## src/rtl/rlwh_pkg.sv

```systemverilog
// package of the lock manager core: widths, command and status codes, cell command
// no dependencies; used by rlwh_cell, the top level and the checker
`default_nettype none

package rlwh_pkg;

  // default number of resources and processes
  localparam int unsigned NumSlotsDef = 16;

  // field widths
  localparam int unsigned ResW    = 4;
  localparam int unsigned PidW    = 4;
  localparam int unsigned StatusW = 3;

  // command codes
  localparam logic CMD_ACQUIRE = 1'b0;
  localparam logic CMD_RELEASE = 1'b1;

  // status codes
  localparam logic [StatusW-1:0] ST_GRANTED      = 3'd0;
  localparam logic [StatusW-1:0] ST_WAITING      = 3'd1;
  localparam logic [StatusW-1:0] ST_REFUSED      = 3'd2;
  localparam logic [StatusW-1:0] ST_RELEASED     = 3'd3;
  localparam logic [StatusW-1:0] ST_BAD_INDEX    = 3'd4;
  localparam logic [StatusW-1:0] ST_RELEASE_FREE = 3'd5;

  // command broadcast from the controller to every cell
  typedef struct packed {
    logic            take;  // mark resource res as held
    logic            give;  // mark resource res as free
    logic            hold;  // mark process pid as waiting on res
    logic [ResW-1:0] res;
    logic [PidW-1:0] pid;
  } cell_cmd_t;

endpackage

`default_nettype wire

```

## src/rtl/rlwh_cell.sv

```systemverilog
// one cell of the lock manager chain: free bit of one resource, waiter entry of one process
// depends on rlwh_pkg; the search token enters from the lower neighbor
`default_nettype none

module rlwh_cell #(
  parameter int unsigned CellIdx = 0
) (
  input  logic                clk_i,
  input  logic                rst_ni,
  input  rlwh_pkg::cell_cmd_t cmd_i,
  input  logic                tok_i,
  output logic                tok_o,
  output logic                hit_o,
  output logic                free_sel_o,
  output logic                wait_sel_o
);
  import rlwh_pkg::*;

  logic            free_q, free_d;
  logic            wv_q, wv_d;
  logic [ResW-1:0] wres_q, wres_d;
  logic            tok_q;
  logic            is_res;
  logic            is_pid;

  // address decode against this cell's position
  assign is_res = (32'(cmd_i.res) == CellIdx);
  assign is_pid = (32'(cmd_i.pid) == CellIdx);

  // search: claim the token when this process waits on the released resource
  assign hit_o = tok_q & wv_q & (wres_q == cmd_i.res);
  assign tok_o = tok_q & ~hit_o;

  // lookups for the controller
  assign free_sel_o = free_q & is_res;
  assign wait_sel_o = wv_q & is_pid;

  // next state of the entries
  always_comb begin
    free_d = free_q;
    wv_d   = wv_q;
    wres_d = wres_q;
    if (cmd_i.take && is_res) begin
      free_d = 1'b0;
    end else if (cmd_i.give && is_res) begin
      free_d = 1'b1;
    end
    if (hit_o) begin
      wv_d = 1'b0;
    end else if (cmd_i.hold && is_pid) begin
      wv_d   = 1'b1;
      wres_d = cmd_i.res;
    end
  end

  always_ff @(posedge clk_i or negedge rst_ni) begin
    if (!rst_ni) begin
      free_q <= 1'b1;
      wv_q   <= 1'b0;
      wres_q <= '0;
      tok_q  <= 1'b0;
    end else begin
      free_q <= free_d;
      wv_q   <= wv_d;
      wres_q <= wres_d;
      tok_q  <= tok_i;
    end
  end

endmodule

`default_nettype wire

```

## src/rtl/resource_lock_with_waiter_handoff_core.sv

```systemverilog
// top level of the lock manager core: controller, chain of cells, output register
// depends on rlwh_pkg and rlwh_cell
//
//   channel | valid      | stall        | payload
//   --------+------------+--------------+------------------------------------------
//   request | in_valid_i | in_stall_o   | cmd_i, resource_index_i, process_id_i
//   result  | out_valid_o| out_stall_i  | status_o, woke_valid_o, woke_process_o
//
// one request at a time; acquire, bad index and release of a free resource go from S_IDLE
// through S_EXEC and S_DONE back to S_IDLE before the next request is accepted
// a release of a held resource sends a token up the cell chain, one cell a cycle, in S_SCAN,
// until the lowest waiter claims it or, with no waiter, it runs off the end and frees the resource
// the result register lets a new request in while a result waits on out_stall_i
// reset: all resources free, no process waiting, no result pending
`default_nettype none

module resource_lock_with_waiter_handoff_core #(
  parameter int unsigned NUM_SLOTS = rlwh_pkg::NumSlotsDef
) (
  input  logic                         clk_i,
  input  logic                         rst_ni,
  input  logic                         in_valid_i,
  output logic                         in_stall_o,
  input  logic                         cmd_i,
  input  logic [rlwh_pkg::ResW-1:0]    resource_index_i,
  input  logic [rlwh_pkg::PidW-1:0]    process_id_i,
  output logic                         out_valid_o,
  input  logic                         out_stall_i,
  output logic [rlwh_pkg::StatusW-1:0] status_o,
  output logic                         woke_valid_o,
  output logic [rlwh_pkg::PidW-1:0]    woke_process_o
);
  import rlwh_pkg::*;

  // controller states
  localparam logic [1:0] S_IDLE = 2'd0;
  localparam logic [1:0] S_EXEC = 2'd1;
  localparam logic [1:0] S_SCAN = 2'd2;
  localparam logic [1:0] S_DONE = 2'd3;

  logic [1:0]         state_q, state_d;
  logic               req_cmd_q;
  logic [ResW-1:0]    req_res_q;
  logic [PidW-1:0]    req_pid_q;
  logic [StatusW-1:0] pend_st_q, pend_st_d;
  logic               pend_wv_q, pend_wv_d;
  logic [PidW-1:0]    pend_wp_q, pend_wp_d;
  logic               out_valid_q;
  logic [StatusW-1:0] out_st_q;
  logic               out_wv_q;
  logic [PidW-1:0]    out_wp_q;

  cell_cmd_t          ccmd;
  logic [NUM_SLOTS:0] tok;
  logic [NUM_SLOTS-1:0] hit_vec;
  logic [NUM_SLOTS-1:0] free_vec;
  logic [NUM_SLOTS-1:0] wait_vec;
  logic               start;
  logic               hit_any;
  logic               free_any;
  logic               wait_any;
  logic [PidW-1:0]    hit_idx;
  logic               bad;
  logic               in_acc;
  logic               out_load;

  // chain of cells, token travels from cell 0 upward
  assign tok[0] = start;

  for (genvar i = 0; i < NUM_SLOTS; i++) begin : g_cell
    rlwh_cell #(
      .CellIdx(i)
    ) u_cell (
      .clk_i     (clk_i),
      .rst_ni    (rst_ni),
      .cmd_i     (ccmd),
      .tok_i     (tok[i]),
      .tok_o     (tok[i+1]),
      .hit_o     (hit_vec[i]),
      .free_sel_o(free_vec[i]),
      .wait_sel_o(wait_vec[i])
    );
  end

  assign hit_any  = |hit_vec;
  assign free_any = |free_vec;
  assign wait_any = |wait_vec;

  // index of the cell holding the token on a hit
  always_comb begin
    hit_idx = '0;
    for (int i = 0; i < NUM_SLOTS; i++) begin
      if (hit_vec[i]) begin
        hit_idx = hit_idx | PidW'(i);
      end
    end
  end

  // range checks on the latched request
  assign bad = (32'(req_res_q) >= NUM_SLOTS) ||
               ((req_cmd_q == CMD_ACQUIRE) && (32'(req_pid_q) >= NUM_SLOTS));

  assign in_acc   = in_valid_i && !in_stall_o;
  assign out_load = (state_q == S_DONE) && (!out_valid_q || !out_stall_i);

  // controller
  always_comb begin
    state_d   = state_q;
    pend_st_d = pend_st_q;
    pend_wv_d = pend_wv_q;
    pend_wp_d = pend_wp_q;
    start     = 1'b0;
    ccmd.take = 1'b0;
    ccmd.give = 1'b0;
    ccmd.hold = 1'b0;
    ccmd.res  = req_res_q;
    ccmd.pid  = req_pid_q;
    unique case (state_q)
      S_IDLE: begin
        if (in_acc) begin
          state_d = S_EXEC;
        end
      end
      S_EXEC: begin
        pend_wv_d = 1'b0;
        pend_wp_d = '0;
        state_d   = S_DONE;
        priority if (bad) begin
          pend_st_d = ST_BAD_INDEX;
        end else if (req_cmd_q == CMD_ACQUIRE) begin
          priority if (wait_any) begin
            pend_st_d = ST_REFUSED;
          end else if (free_any) begin
            ccmd.take = 1'b1;
            pend_st_d = ST_GRANTED;
          end else begin
            ccmd.hold = 1'b1;
            pend_st_d = ST_WAITING;
          end
        end else if (free_any) begin
          pend_st_d = ST_RELEASE_FREE;
        end else begin
          start   = 1'b1;
          state_d = S_SCAN;
        end
      end
      S_SCAN: begin
        if (hit_any) begin
          pend_st_d = ST_RELEASED;
          pend_wv_d = 1'b1;
          pend_wp_d = hit_idx;
          state_d   = S_DONE;
        end else if (tok[NUM_SLOTS]) begin
          // token ran off the end: nobody waits, resource becomes free
          ccmd.give = 1'b1;
          pend_st_d = ST_RELEASED;
          state_d   = S_DONE;
        end
      end
      S_DONE: begin
        if (out_load) begin
          state_d = S_IDLE;
        end
      end
    endcase
  end

  assign in_stall_o = (state_q != S_IDLE);

  // control registers
  always_ff @(posedge clk_i or negedge rst_ni) begin
    if (!rst_ni) begin
      state_q     <= S_IDLE;
      out_valid_q <= 1'b0;
    end else begin
      state_q <= state_d;
      if (out_load) begin
        out_valid_q <= 1'b1;
      end else if (!out_stall_i) begin
        out_valid_q <= 1'b0;
      end
    end
  end

  // request, pending result and output payload
  always_ff @(posedge clk_i) begin
    if (in_acc) begin
      req_cmd_q <= cmd_i;
      req_res_q <= resource_index_i;
      req_pid_q <= process_id_i;
    end
    pend_st_q <= pend_st_d;
    pend_wv_q <= pend_wv_d;
    pend_wp_q <= pend_wp_d;
    if (out_load) begin
      out_st_q <= pend_st_q;
      out_wv_q <= pend_wv_q;
      out_wp_q <= pend_wp_q;
    end
  end

  assign out_valid_o    = out_valid_q;
  assign status_o       = out_st_q;
  assign woke_valid_o   = out_wv_q;
  assign woke_process_o = out_wp_q;

endmodule

`default_nettype wire

```

## config.mk

```make
export PLATFORM = sky130hd
export DESIGN_NAME = resource_lock_with_waiter_handoff_core
export DESIGN_NICKNAME = d
export VERILOG_FILES = /design/src/rtl/rlwh_pkg.sv /design/src/rtl/rlwh_cell.sv /design/src/rtl/resource_lock_with_waiter_handoff_core.sv
export SDC_FILE = /design/constraint.sdc
export NUM_CORES = 1
export LEC_CHECK = 0
export BUFFER_PORTS_ARGS = -buffer_cell sky130_fd_sc_hd__buf_2
export CAP_MARGIN = 20
export CORE_MARGIN = 3
export CORE_UTILIZATION = 40
export DETAILED_ROUTE_END_ITERATION = 16
export PLACE_DENSITY = 0.59
export SLEW_MARGIN = 40
export SYNTH_ARGS = -nofsm -noshare
export SYNTH_HDL_FRONTEND = slang
export SYNTH_SLANG_ARGS = --single-unit
export TNS_END_PERCENT = 100
```

## constraint.sdc

```tcl
create_clock -name clk_i -period 2.94 [get_ports clk_i]
set_clock_uncertainty 0.2 [all_clocks]
set_input_delay 0.147 -clock clk_i [delete_from_list [all_inputs] [get_ports clk_i]]
set_output_delay 0.147 -clock clk_i [all_outputs]
set_load 0.02 [all_outputs]
```

# Yosys cells after proc, flatten, opt, wreduce, memory -nomap -nowiden
# Index checks and enable logic that the tools add are counted.
dict set report classes {
  reduce_logical 113
  bitwise 96
  eq_ne 55
  mux 112
}
# op count
set op_table {}
lappend op_table {{1-bit two-way mux} 84}
lappend op_table {{1-bit AND} 80}
lappend op_table {{2-bit nonzero test} 34}
lappend op_table {{4-bit equality test} 16}
lappend op_table {{4-bit equality test, second input constant} 16}
lappend op_table {{1-bit logical AND} 50}
lappend op_table {{16-bit OR reduction} 3}
lappend op_table {{4-bit two-way mux} 9}
lappend op_table {{2-bit AND reduction} 17}
lappend op_table {{4-bit by 3-bit equality test with 1-bit output, second input constant} 8}
lappend op_table {{3-bit two-way mux} 8}
lappend op_table {{4-bit by 2-bit equality test with 1-bit output, second input constant} 4}
lappend op_table {{1-bit inverter} 16}
lappend op_table {{2-bit two-way mux} 7}
lappend op_table {{4-bit by 1-bit equality test with 1-bit output, second input constant} 2}
lappend op_table {{4-bit logical NOT} 2}
lappend op_table {{2-bit one-hot mux with 4 select lines} 1}
lappend op_table {{4-bit one-hot mux with 2 select lines} 1}
lappend op_table {{2-bit != test, second input constant} 3}
lappend op_table {{3-bit one-hot mux with 2 select lines} 1}
lappend op_table {{3-bit AND reduction} 2}
lappend op_table {{2-bit equality test, second input constant} 2}
lappend op_table {{1-bit logical NOT} 3}
lappend op_table {{3-bit by 2-bit != test with 1-bit output, second input constant} 1}
lappend op_table {{6 further kinds} 6}
dict set report word_totals {
  register_bits 140
  elab_cells 451
  in_bits 13
}

# Longest topological paths before layout
# Gate-level depths: netlist of the first run.
dict set report depth {
  depth_word 19
  ltp_mapped 11
  mapped_depth_nobuf 8
}

# By module
# A second synthesis of the first run with hierarchy kept.
dict set report unflattened {
  cells_unflattened 634
  area_unflattened_um2 7349.5
}
# mod instances cells_per_inst area_per_inst_um2
set modules_own_cells {}
lappend modules_own_cells {{rlwh_cell at g_cell[10].u_cell ...} 4 34 377.9}
lappend modules_own_cells {resource_lock_with_waiter_handoff_core 1 85 1277.5}
lappend modules_own_cells {{rlwh_cell at g_cell[2].u_cell ...} 2 34 386.6}
lappend modules_own_cells {{rlwh_cell at g_cell[1].u_cell ...} 2 34 384.1}
lappend modules_own_cells {{rlwh_cell at g_cell[11].u_cell ...} 2 34 375.4}
lappend modules_own_cells {{rlwh_cell at g_cell[14].u_cell ...} 2 35 375.4}
lappend modules_own_cells {{rlwh_cell at g_cell[0].u_cell} 1 34 381.6}
lappend modules_own_cells {{rlwh_cell at g_cell[15].u_cell} 1 36 381.6}
lappend modules_own_cells {{rlwh_cell at g_cell[6].u_cell} 1 35 377.9}
lappend modules_own_cells {{rlwh_cell at g_cell[13].u_cell} 1 34 376.6}

# Worst setup path before layout of the first run
# No wires, ideal clock.
dict set report synth_path {
  kind {register -> register}
  from {register req_res_q[1]}
  to {register pend_wp_q[0] (enable)}
  setup_slack_ns 0.302
  t_arrival_ns 2.087
  n_path_buf 3
  period_less_slack_ns 2.638
  stages_incl_launch_ff 10
  t_required_ns 2.389
  path_cell_list {edfxtp_1 > buf_4 > buf_2 > xor2_1 > nor3_1 > nand4_1 > nand4_1 > nor2_1 > buf_2 > a21oi_1}
}
dict set report synth_via {
  elab_chain_cells 5
}
# item line_no
set synth_rtl {}
lappend synth_rtl {{start: declaration} resource_lock_with_waiter_handoff_core.sv:43} ;# logic [ResW-1:0] req_res_q;
lappend synth_rtl {{start signal: assignment} resource_lock_with_waiter_handoff_core.sv:189} ;# req_res_q <= resource_index_i;
lappend synth_rtl {{4-bit equality test} rlwh_cell.sv:31} ;# assign hit_o = tok_q & wv_q & (wres_q == cmd_i.res);
lappend synth_rtl {{1-bit AND} rlwh_cell.sv:31}
lappend synth_rtl {{16-bit OR reduction (*)} resource_lock_with_waiter_handoff_core.sv:85} ;# assign hit_any = |hit_vec;
lappend synth_rtl {{2-bit != test (no line) (*)} n/a}
lappend synth_rtl {{2-bit AND reduction (no line) (*)} n/a}
lappend synth_rtl {{end signal: assignment} resource_lock_with_waiter_handoff_core.sv:194} ;# pend_wp_q <= pend_wp_d;
lappend synth_rtl {{end: declaration} resource_lock_with_waiter_handoff_core.sv:47} ;# logic [PidW-1:0] pend_wp_q, pend_wp_d;
# Every way passes the cells marked *; elsewhere a longest branch is shown, timed or not.
# A chain may end at the register's enable or synchronous reset.

# Worst setup path in the final report of the first run
dict set report layout_path {
  from {register req_res_q[1]}
  to {register pend_st_q[1] (enable)}
}
dict set report layout_via {
  elab_chain_cells 6
}
# item line_no
set layout_rtl {}
lappend layout_rtl {{parallel branches: the longest is 5 deep, another holds 16-bit OR reduction} n/a}
lappend layout_rtl {{3-bit AND reduction (no line) (*)} n/a}
lappend layout_rtl {{end signal: assignment} resource_lock_with_waiter_handoff_core.sv:192} ;# pend_st_q <= pend_st_d;
lappend layout_rtl {{end: declaration} resource_lock_with_waiter_handoff_core.sv:45} ;# logic [StatusW-1:0] pend_st_q, pend_st_d;
# Mark *: on every way between the ends.

==> results of run 1 <==
==> critical path: stages (launching register included) <==
cell and delay (ps):
edfxtp_1 500, buf_4 270, a222oi_1 380, nand4b_1 240
nand4_1 290, nor2_1 70, buf_4 160, nand3_1 110
and3b_1 260
==> worst min path at each step <==
stage,startpoint,endpoint,slack (ps),cells past startpoint
final,rst_ni,g_cell[5].u_cell.wres_q[1]$_DFFE_PN0P_,90,2
after global routing,in_valid_i,state_q[0]$_DFFE_PN0P_,110,5
after global placement,rst_ni,g_cell[5].u_cell.wres_q[3]$_DFFE_PN0P_,100,1
after floorplan,rst_ni,g_cell[0].u_cell.tok_q$_DFF_PN0_,-350,0
after CTS,in_valid_i,state_q[0]$_DFFE_PN0P_,70,5
after detailed placement,rst_ni,out_valid_o$_DFFE_PN0P_,100,1
==> registers in the layout, summed over array words and instances (netlist names) <==
signal and count:
pend_st_q 3, req_cmd_q 1, state_q 2, pend_wp_q 4, g_cell.u_cell.free_q 16, pend_wv_q 1, woke_process_o 4, req_res_q 4
woke_valid_o 1, g_cell.u_cell.tok_q 16, req_pid_q 4, out_valid_o 1, g_cell.u_cell.wres_q 64, status_o 3, g_cell.u_cell.wv_q 16
==> cells by family after synthesis <==
| kind of cell | synth area share |
|---|---|
| compound gates | 0.102 |
| xor+xnor | 0.0468 |
| fa+ha+maj | 0.00904 |
| buf+inv | 0.0411 |
| flops | 0.527 |
| mux | 0.114 |
| simple gates | 0.159 |
==> synth_stat cells, drive strengths merged (10+ instances only) <==
cell	number	share of area
xnor2	16	0.020
dfstp	16	0.061
buf	20	0.017
nor2	34	0.040
inv	31	0.017
a21o	12	0.013
dfrtp	99	0.36
and2	21	0.019
nand2	31	0.018
clkbuf	12	0.0065
mux2	45	0.073
nand3	13	0.0094
nand4	21	0.019
and3	10	0.0090
nor3	11	0.0096
mux2i	24	0.035
edfxtp	25	0.11
xor2	21	0.027
a21oi	23	0.017
a41oi	13	0.016
==> final cells by class <==
type	count	area (um^2)
timing repair buffer	94	722
inverter	32	120
multi-input combinational	377	2990
clock inverter	11	123
fill	1491	8430
sequential	140	3650
clock buffer	20	447
tap	220	275
antenna	1	2.50
==> what timing repair did <==
item / CTS / global route
hold buffers: 11 / 0
endpoints found under the setup margin: 0 / 15
endpoints found under the hold margin: 68 / 0
gates resized for setup: 0 / 2
buffers inserted: 0 / 3
==> routing by layer <==
layer  wire (um)  part of all wire  global-route usage
met1        7770              0.47               0.266
met2        7630              0.47               0.279
met3         741             0.045              0.0405
met4         252             0.015              0.0599
met5           0                 0                   0
==> metrics by stage <==
step | utilization | instance area, um^2 | power [uW] | instances
finish | 0.497 | 8330 | 7940 | 895
global route | 0.497 | 8330 | 8440 | 894
CTS | 0.495 | 8300 | 8000 | 891
detailed placement | 0.455 | 7620 | 5890 | 849
global placement | 0.455 | 7620 | 5790 | 849
floorplan | - | 6920 | 5100 | 581
==> power by group <==
| part | leakage (uW) | switching, uW | internal, uW |
|---|---|---|---|
| clock | 0.000268 | 800 | 1260 |
| combinational | 0.00195 | 1330 | 1130 |
| sequential | 0.00171 | 512 | 2910 |
| total | 0.00393 | 2640 | 5300 |
==> results.yml, run 1 <==
clock_tree:
  cts_root_buffer: "clkbuf_16"
  cts_buffers: 17
  clkLatencyLatePin_ps: 420
  clk_pin_slew_ps: 60
  tritoncts: "yes"
  htreeDepth: 4
  clkSinkCount: 140
  cts.path.max_buffers: 2
worst_setup_path:
  rrSetupSlack_ps: 160
  crit_required_ps: 2850
  crit_start: "req_res_q[1]$_DFFE_PP_"
  ff2ff_path_depth: 8
  start_kind: "flop"
  crit_end: "pend_st_q[1]$_SDFFCE_PP1P_"
  critPathKind: "flop to flop"
  r2r_end: "pend_st_q[1]$_SDFFCE_PP1P_"
  crit_path_end_kind: "flop"
  arrival_ps: 2700
  r2r-start: "req_res_q[1]$_DFFE_PP_"
  cp_max_fo: 18
cells_and_area:
  synthToLayoutAreaGrowth_pct: 20.4
  nets: 680
  most-common-layout-cells: "dfrtp_1, buf_4, inv_1, nand2_1, mux2_1"
  final_common_cell: "dfrtp_1"
  drive_gt1_frac: 0.245
drt:
  ant_nets: 0
  vias: 4853
  viasPerCell: 5.42
  detail_route.iter0.violations: 321
  drt_first_pass_iters: 5
  drcViolationCount: 0
  routedWlPerCell_um: 18.3
  drt-total-wl_mm: 16.4
synthesis:
  synthFlopType: "dfrtp_1"
  yosys_register_bits: 140
  synth_seq_area_share: 0.527
  synth_cell_types: 59
  syn_avg_cell_area_um2: 11.9
  ys_warn_count: 0
  syn_nets: 599
  syn_area_mm2: 0.00692
  syn_inst: 581
  synth_edf_count: 25
  synthArstFlopShare: 0.821
power_and_ir_drop:
  p_per_area_mw_per_mm2: 953
  leakage_uw: 0.00393
  ir_drop_mv: 0.476
sta:
  worst_pin_slew_ps: 605
  final-setup-viol-count: 0
  hold_violations: 0
  layout_min_cycle_time_ps: 2780
  slew_viol_final: 0
  rsz0062_at_grt: "false"
  setup_tns_ps: 0
  setup_ws_ps: 155
  max_clock_freq_ghz: 0.359
  fin_crit_sh: 0.947
  holdWs_ps: 85.9
  relSlewSlack: 0.597
floorplan:
  die_w_um: 138
  core_area_mm2: 0.0168
  rows: 47
  io_pins: 23
  die_h_um: 138
  dieArea_mm2: 0.0189
  initial_core_util: 0.413
grt:
  grt_pass1_vias: 4887
  grt_pass1_wl_mm: 26.7
  antenna_found_initial: 0
  grt_max_degree: 62
  gr-total-overflow: 0
  grt_use_total: 0.185
placement:
  globalplace.congestion: 0.894
  hpwl_mm: 11.7
  portBuffers: 22
  place_ws_ps: 113
run:
  cap_violations: 0
run_status:
  status: "finished clean"
hold_path:
  hold_class: "input port to asynchronous set/reset pin"
No activity file was read; power rests on OpenSTA's default activity.
==> inputs of run 2 (changes only) <==
--- a/config.mk
+++ b/config.mk
@@ -6,5 +6,5 @@
 export NUM_CORES = 1
 export LEC_CHECK = 0
-export BUFFER_PORTS_ARGS = -buffer_cell sky130_fd_sc_hd__buf_2
+export BUFFER_PORTS_ARGS = -buffer_cell sky130_fd_sc_hd__buf_4
 export CAP_MARGIN = 20
 export CORE_MARGIN = 3
==> constraint.sdc (replaced) <==
create_clock -name clk_i -period 2.94 [get_ports clk_i]
set_clock_uncertainty 0.2 [all_clocks]
set_input_delay 0.441 -clock clk_i [delete_from_list [all_inputs] [get_ports clk_i]]
set_output_delay 0.441 -clock clk_i [all_outputs]
set_load 0.02 [all_outputs]
==> results.yml, run 2 (same netlist as run 1, synthesis figures left out) <==
floorplan:
  die_w_um: 138
  initial_core_util: 0.413
  die_h_um: 138
  dieArea_mm2: 0.0189
  rows: 47
  io_pins: 23
  core_area_mm2: 0.0168
worst_setup_path:
  crit_required_ps: 3050
  r2r-start: "req_res_q[1]$_DFFE_PP_"
  critPathKind: "flop to flop"
  worstPathCellList: "buf_6 -> inv_1 -> buf_12 -> a222oi_1 -> nand4b_1 -> nand4_1 -> nor3_2 -> buf_12 -> a31oi_1 -> mux2_2"
  crit_path_top_delay_cell: "edfxtp_1"
  worst_path_most_repeated_cell: "buf_12"
  slowest_delay_ps: 420
  cp_num_buf_inv: 4
  crit_start: "req_res_q[1]$_DFFE_PP_"
  crit_path_end_kind: "flop"
  cp_max_fo: 21
  arrival_ps: 2920
  start_kind: "flop"
  crit_family: "simple AND/OR/NAND/NOR gates"
cells_and_area:
  final_common_cell: "dfrtp_1"
  nets: 680
  antenna_cells: 0
  synthToLayoutAreaGrowth_pct: 21.3
  largest-register: "g_cell.u_cell.wres_q"
  largest_register_ffs: 64
  fillers: 1509
  drive_gt1_frac: 0.244
  most-common-layout-cells: "dfrtp_1, buf_4, inv_1, nand2_1, mux2_1"
  stdcell_count: 895
placement:
  portBuffers: 22
  hpwl_mm: 11.9
  globalplace.congestion: 0.895
  place_inst: 848
sta:
  hold_violations: 0
  fin_crit_sh: 0.956
  slew_viol_final: 0
  worst_pin_slew_ps: 658
  rsz0062_at_grt: "false"
  final-setup-viol-count: 0
  setup_tns_ps: 0
  max_clock_freq_ghz: 0.356
  layout_min_cycle_time_ps: 2810
  relSlewSlack: 0.562
grt:
  grt_pass1_wl_mm: 27.1
  grt_busiest_layer: "met2"
  gr-total-overflow: 0
  gr-usage-met3: 0.0442
  grt_pass1_vias: 5026
  grt_use_met2: 0.292
  antenna_found_initial: 0
  grt_use_total: 0.189
  met1_usage: 0.257
  grt_max_degree: 116
drt:
  ant_nets: 0
  drt-total-wl_mm: 16.4
  drcViolationCount: 0
  viasPerCell: 5.50
  routedWlPerCell_um: 18.4
  drt_first_pass_iters: 6
  vias: 4924
  detail_route.iter0.violations: 445
power_and_ir_drop:
  p_per_area_mw_per_mm2: 952
  leakage_uw: 0.00396
  ir_drop_mv: 0.467
clock_tree:
  cts_root_buffer: "clkbuf_16"
  tritoncts: "yes"
  cts.path.max_buffers: 2
  htreeDepth: 4
  clkSinkCount: 140
  cts_buffers: 17
  clkLatencyLatePin_ps: 430
  clk_pin_slew_ps: 60
hold_path:
  hp-start: "out_stall_i"
  hold_class: "input port to flop"
run:
  cap_violations: 0
run_status:
  status: "finished clean"
==> run 2: metrics by stage <==
step                cell area [um^2]  total power (uW)  setup WS (ps)  utilization  hold WS (ps)
global route                    8390              8500           1.01        0.500          25.0
floorplan                       6920              5100            302            -         -54.6
CTS                             8350              8030           97.0        0.498          19.1
finish                          8390              7990            130        0.500          37.3
global placement                7690              5870            164        0.459           204
detailed placement              7690              5970            109        0.459           205
==> run 2: what timing repair did <==
item / CTS / global route
hold buffers: 10 / 0
resized for setup: 0 / 1
endpoints found under the hold margin: 108 / 0
endpoints found under the setup margin: 0 / 24
setup buffers: 0 / 5
==> run 2: power by group <==
group          internal [uW]  switching [uW]  total (uW)
combinational           1190            1330        2520
clock                   1210             811        2020
sequential              2910             536        3450
==> run 2: worst reg2reg max path: stages, from the launching register on <==
cell      delay, ps
edfxtp_1        420
buf_6           190
inv_1            80
buf_12          160
a222oi_1        370
nand4b_1        240
nand4_1         250
nor3_2          110
buf_12          160
a31oi_1         150
mux2_2          350
==> run 2: layout make-up <==
type                       count  area, um^2  area share
clock buffer                  22         464      0.0553
timing repair buffer          94         797      0.0950
multi-input combinational    377        2990       0.357
clock inverter                10        92.6      0.0110
sequential                   140        3650       0.435
tap                          220         275      0.0328
inverter                      32         120      0.0143
==> run 2: final timing paths <==
path                       cells past startpoint  slack, ps                      end
setup / recovery                              10        130   state_q[1]$_DFFE_PN0P_
hold / removal                                 2         40  out_valid_o$_DFFE_PN0P_
setup reg to reg                              10        130   state_q[1]$_DFFE_PN0P_
hold reg to reg                                0        220    status_o[2]$_DFFE_PP_
max in group asynchronous                      3       1600   state_q[1]$_DFFE_PN0P_
min in group asynchronous                      3        410  out_valid_o$_DFFE_PN0P_
==> run 2: routing by layer <==
layer  vias up  routed length [um]
li1       2285                   -
met1      2453                7390
met2       156                7780
met3        30                 908
met4         0                 377
met5         -                   0
